--- config.mk ---
export PLATFORM = sky130hd
export DESIGN_NAME = tocc_front
export DESIGN_NICKNAME = d
export VERILOG_FILES = /design/src/hw/rtl/tocc_pkg.sv /design/src/hw/rtl/tocc_front.sv
export SDC_FILE = /design/constraint.sdc
export NUM_CORES = 1
export LEC_CHECK = 0
export ABC_CLOCK_PERIOD_IN_PS = 10300
export BUFFER_PORTS_ARGS = -buffer_cell sky130_fd_sc_hd__buf_2
export CELL_PAD_IN_SITES_DETAIL_PLACEMENT = 1
export CELL_PAD_IN_SITES_GLOBAL_PLACEMENT = 2
export CORE_ASPECT_RATIO = 1.25
export CORE_UTILIZATION = 36
export CTS_CLUSTER_DIAMETER = 120
export DETAILED_ROUTE_END_ITERATION = 12
export GPL_TIMING_DRIVEN = 0
export PLACE_DENSITY = 0.88
export SLEW_MARGIN = 20
export SYNTH_ARGS = -nofsm -noshare
export SYNTH_HDL_FRONTEND = slang
export SYNTH_SLANG_ARGS = --single-unit
--- constraint.sdc ---
create_clock -name i_clk -period 10.3 [get_ports i_clk]
set_input_delay 3.09 -clock i_clk [delete_from_list [all_inputs] [get_ports i_clk]]
set_output_delay 3.09 -clock i_clk [all_outputs]
set_load 0.01 [all_outputs]
--- src/hw/rtl/tocc_pkg.sv ---
// package for the third-order cross-correlation kernel engine
// types, widths and codes shared by front, back, divider and top level
// no dependencies
package tocc_pkg;

    localparam int DEPTH    = 4096;
    localparam int ADDR_W   = 12;
    localparam int CNT_W    = 13;
    localparam int MAX_LAG  = 16;
    localparam int ML_W     = 5;
    localparam int LAG_W    = 4;
    localparam int STIM_W   = 12;
    localparam int RESP_W   = 16;
    localparam int VAR_W    = 24;
    localparam int ACC_W    = 64;
    localparam int MAG_W    = 61;
    localparam int FRAC_W   = 16;
    localparam int NUM_W    = MAG_W + FRAC_W;
    localparam int DEN_W    = 62;
    localparam int VAL_W    = 48;
    localparam int DIVC_W   = 7;

    localparam logic [ML_W-1:0] MAX_LAG_V = ML_W'(MAX_LAG);

    typedef enum logic [1:0] {
        KIND_APPEND  = 2'd0,
        KIND_QUERY   = 2'd1,
        KIND_RESTART = 2'd2,
        KIND_UNUSED  = 2'd3
    } t_kind;

    typedef enum logic [1:0] {
        ST_OK   = 2'd0,
        ST_LAG  = 2'd1,
        ST_FEW  = 2'd2,
        ST_SAT  = 2'd3
    } t_status;

    typedef enum logic [1:0] {
        CFG_MAX_LAG  = 2'd0,
        CFG_VARIANCE = 2'd1,
        CFG_SPARE2   = 2'd2,
        CFG_SPARE3   = 2'd3
    } t_cfg_idx;

    typedef enum logic [2:0] {
        S_IDLE,
        S_MAC,
        S_DRAIN,
        S_DEN,
        S_MUL,
        S_START,
        S_DIV,
        S_RES
    } t_state;

    typedef struct packed {
        t_kind                     kind;
        logic signed [STIM_W-1:0]  stim_a;
        logic signed [STIM_W-1:0]  stim_b;
        logic signed [STIM_W-1:0]  stim_c;
        logic signed [RESP_W-1:0]  response;
        logic [LAG_W-1:0]          lag_a;
        logic [LAG_W-1:0]          lag_b;
        logic [LAG_W-1:0]          lag_c;
    } t_cmd;

    typedef struct packed {
        logic signed [VAL_W-1:0] value;
        t_status                 status;
    } t_res;

endpackage

--- src/hw/rtl/tocc_front.sv ---
// front end: takes input transactions, drops unused kinds, queues commands
// depends on tocc_pkg
module tocc_front
    import tocc_pkg::*;
(
    input  logic  i_clk,
    input  logic  i_rst_n,
    input  logic  i_push,
    input  t_cmd  i_cmd,
    output logic  o_full,
    output logic  o_cmd_valid,
    output t_cmd  o_cmd,
    input  logic  i_cmd_pop
);

    t_cmd       r_q [2];
    logic       r_wp, r_rp;
    logic [1:0] r_cnt;
    logic       w_wr, w_rd;

    // kind 3 is accepted but never queued
    assign w_wr = i_push && !o_full && (i_cmd.kind != KIND_UNUSED);
    assign w_rd = i_cmd_pop && o_cmd_valid;
    assign o_full = (r_cnt == 2'd2);
    assign o_cmd_valid = (r_cnt != 2'd0);
    assign o_cmd = r_q[r_rp];

    always_ff @(posedge i_clk) begin
        if (!i_rst_n) begin
            r_wp  <= 1'b0;
            r_rp  <= 1'b0;
            r_cnt <= 2'd0;
        end else begin
            if (w_wr) begin
                r_wp <= ~r_wp;
            end
            if (w_rd) begin
                r_rp <= ~r_rp;
            end
            case ({w_wr, w_rd})
                2'b10:   r_cnt <= r_cnt + 2'd1;
                2'b01:   r_cnt <= r_cnt - 2'd1;
                default: r_cnt <= r_cnt;
            endcase
        end
    end

    always_ff @(posedge i_clk) begin
        if (w_wr) begin
            r_q[r_wp] <= i_cmd;
        end
    end

endmodule

==> key figures <==
GRT
  – Grt total ovfl: 0
  – Largest net degree at the start of global routing: 28
  – Initial antenna violation count: 0
  – Number of global-route vias before repair: 3050
  – Total track usage: 0.150
  – First-pass GRT wire length: 15800 um

Floorplan
  – Die area: 14300 um2
  – # IOs: 138
  – Die width: 107 um
  – Starting Density: 0.372
  – Row Count: 47
  – DIE HEIGHT: 134 um
  – Area of the core: 13400 um2

STA
  – Max Slew Vio Count: 0
  – Setup WS post-layout: 5.40 ns
  – Max Clock Skew: 0.00843 ns
  – Final period util: 0.476
  – Worst Max-Slew Pin Slew: 0.591 ns
  – Unrepaired setup endpoints after global routing: no
  – Fin crit period: 4.90 ns
  – Setup Viol. Count Final: 0
  – Total Neg Setup Slack: 0 ns
  – Max-slew headroom: 0.605
  – Maximum clock rate: 204 MHz
  – Final hold vios: 0

Route
  – Vias/cell: 4.67
  – Routed WL: 10000 um
  – 1st-iter DRT viols: 56
  – Post-route ant nets: 0
  – Pre-antenna DRT Iters: 4
  – DR DRC count: 0
  – DR vias: 2688
  – Routed len/inst: 17.5 um

Final layout
  – Syn-to-layout area delta: 31.9%
  – Nets: 462
  – Share of cells above drive strength 1: 0.611
  – Final Core Density: 0.491
  – Fill cells: 1319
  – Antenna diodes: 0

Power
  – Cell Pwr Density: 257 nW/um2
  – P_leak: 2.46 nW
  – Maximum VDD drop: 102 uV

Placed design
  – Port Buffers: 137
  – Post-Place Setup Slack: 5.56 ns
  – Post-DP HPWL: 7030 um
  – Gpl congestion: 0.668

Logic synthesis
  – Synth Flop Type: edfxtp_1
  – Post-synthesis register bit count: 137
  – Post-synth EDFFs: 132
  – Cells after Synth: 231
  – Seq/Total Area, Yosys: 0.815
  – Post-synth top cells: edfxtp_1 (132), mux2_2 (66), dfxtp_1 (5), buf_4 (4)
  – Async S/R FF share, synth: 0
  – Post-Synthesis Cell Area: 4990 um2
  – Warnings from Yosys: 0
  – Yosys cell types: 19
  – Synth area leaders: edfxtp_1 (79%), mux2_2 (15%), dfxtp_1 (2.0%)
  – Area leader, netlist: edfxtp_1
  – Top-count cell post-synth: edfxtp_1
  – Syn nets: 302
  – Synth top area share: 0.795
  – Syn_area_per_cell: 21.6 um2

Setup path
  – Crit path DAT: 1.81 ns
  – Largest fanout on the critical path: 10
  – Worst Path Required: 7.21 ns
  – Nature of the critical path endpoint: output port
  – Critical Path Source Type: flip-flop
  – WS Path Type: flip-flop to output port

Flow run
  – Max_cap viols: 0

Clocking
  – Post CTS Setup Buffer Count: 0
  – Later-pin clock latency in the skew report: 0.41 ns
  – PostCTS Resize Cnt: 0
  – Clock Tree Buf Depth: 2
  – Clock transition at path regs: 0.06 ns
  – CTS tree: yes
  – Hold-fix buffers, CTS: 0
  – CTS Buf Count: 17
  – CTS root buf: clkbuf_16
  – H-tree level count: 4
  – TritonCTS Sinks: 137

Status
  – Status: finished, final reports clean

Min path
  – HP Class: flip-flop to flip-flop
## power breakdown
group	switching, mW	internal [mW]	total, mW	leakage, nW
clock	0.230	0.382	0.613	0.289
combinational	0.192	0.182	0.374	0.908
sequential	0.0194	0.685	0.704	1.26
## logic make-up after synthesis
group                      share of synthesized area
xor gates and xnor gates                     0.00527
AOI/OAI and AO/OA                            0.00401
and+or+nand+nor                               0.0128
muxes                                          0.151
adders and majority gates                    0.00251
buffers and inverters                        0.00978
DFF                                            0.815
## worst max-delay path: stages (launching register included)
cell and delay, ns:
dfxtp_1 0.37, buf_2 0.27, buf_4 0.24, mux2_2 0.36, buf_2 0.14
## cell type report
| type | instances | area, um2 | area share |
|---|---|---|---|
| Clock buffer | 18 | 429 | 0.0652 |
| Timing Repair Buffer | 141 | 766 | 0.116 |
| Buffer | 7 | 45.0 | 0.00685 |
| Tap cell | 171 | 214 | 0.0325 |
| Sequential cell | 137 | 4060 | 0.618 |
| Clock inverter | 14 | 168 | 0.0255 |
| Multi-Input combinational cell | 86 | 891 | 0.135 |
| Inverter | 1 | 3.75 | 0.000570 |
## routing by layer
metal  vias up  share of wire  GRT usage
li1       1235              -          -
met1      1347           0.37      0.154
met2        91           0.56      0.281
met3        15          0.059     0.0406
met4         0          0.016     0.0677
met5         -              0          0
## flip-flops by register name, indices dropped and copies added, names as in the netlist, named ones only
signal / flops
r_rp: 1
r_cnt: 2
r_q: 132
r_wp: 1
## stage by stage
step / hold slack [ns] / instances / cell area, um2 / total power [mW]
finish: 0.518 / 575 / 6580 / 1.69
global route: 0.556 / 575 / 6580 / 1.77
CTS: 0.523 / 575 / 6580 / 1.72
detailed placement: 0.514 / 543 / 5980 / 1.10
global placement: 0.464 / 539 / 5890 / 1.08
floorplan: 0.451 / 231 / 4990 / 0.945
## placed cells by master, fill, tap and decap left out
cell,count
clkinv_1,1
nor2_4,2
nand2_1,3
o21ai_0,1
nand3b_1,1
dfxtp_1,5
or2_2,1
buf_4,4
mux2i_1,1
a21boi_1,1
mux2_2,66
inv_1,1
xnor2_1,3
clkinvlp_4,2
inv_6,5
nor2b_1,3
edfxtp_1,132
bufinv_16,3
buf_2,140
clkinv_2,3
or3_1,1
clkbuf_1,1
and2_1,1
clkbuf_16,17
ha_1,1
o21a_1,1
buf_12,4
## worst paths after layout
| check | startpoint | to | slack, ns | cells after the start |
|---|---|---|---|---|
| max | flip-flop | o_cmd[22] | 5.40 | 4 |
| min | r_wp$_SDFFE_PN0P_ | r_wp$_SDFFE_PN0P_ | 0.52 | 2 |
| max reg2reg | r_cnt[0]$_SDFFE_PN0P_ | r_q[1][1]$_DFFE_PP_ | 8.27 | 4 |
| min reg2reg | r_wp$_SDFFE_PN0P_ | r_wp$_SDFFE_PN0P_ | 0.52 | 2 |
(Power assumes the default switching activity.)
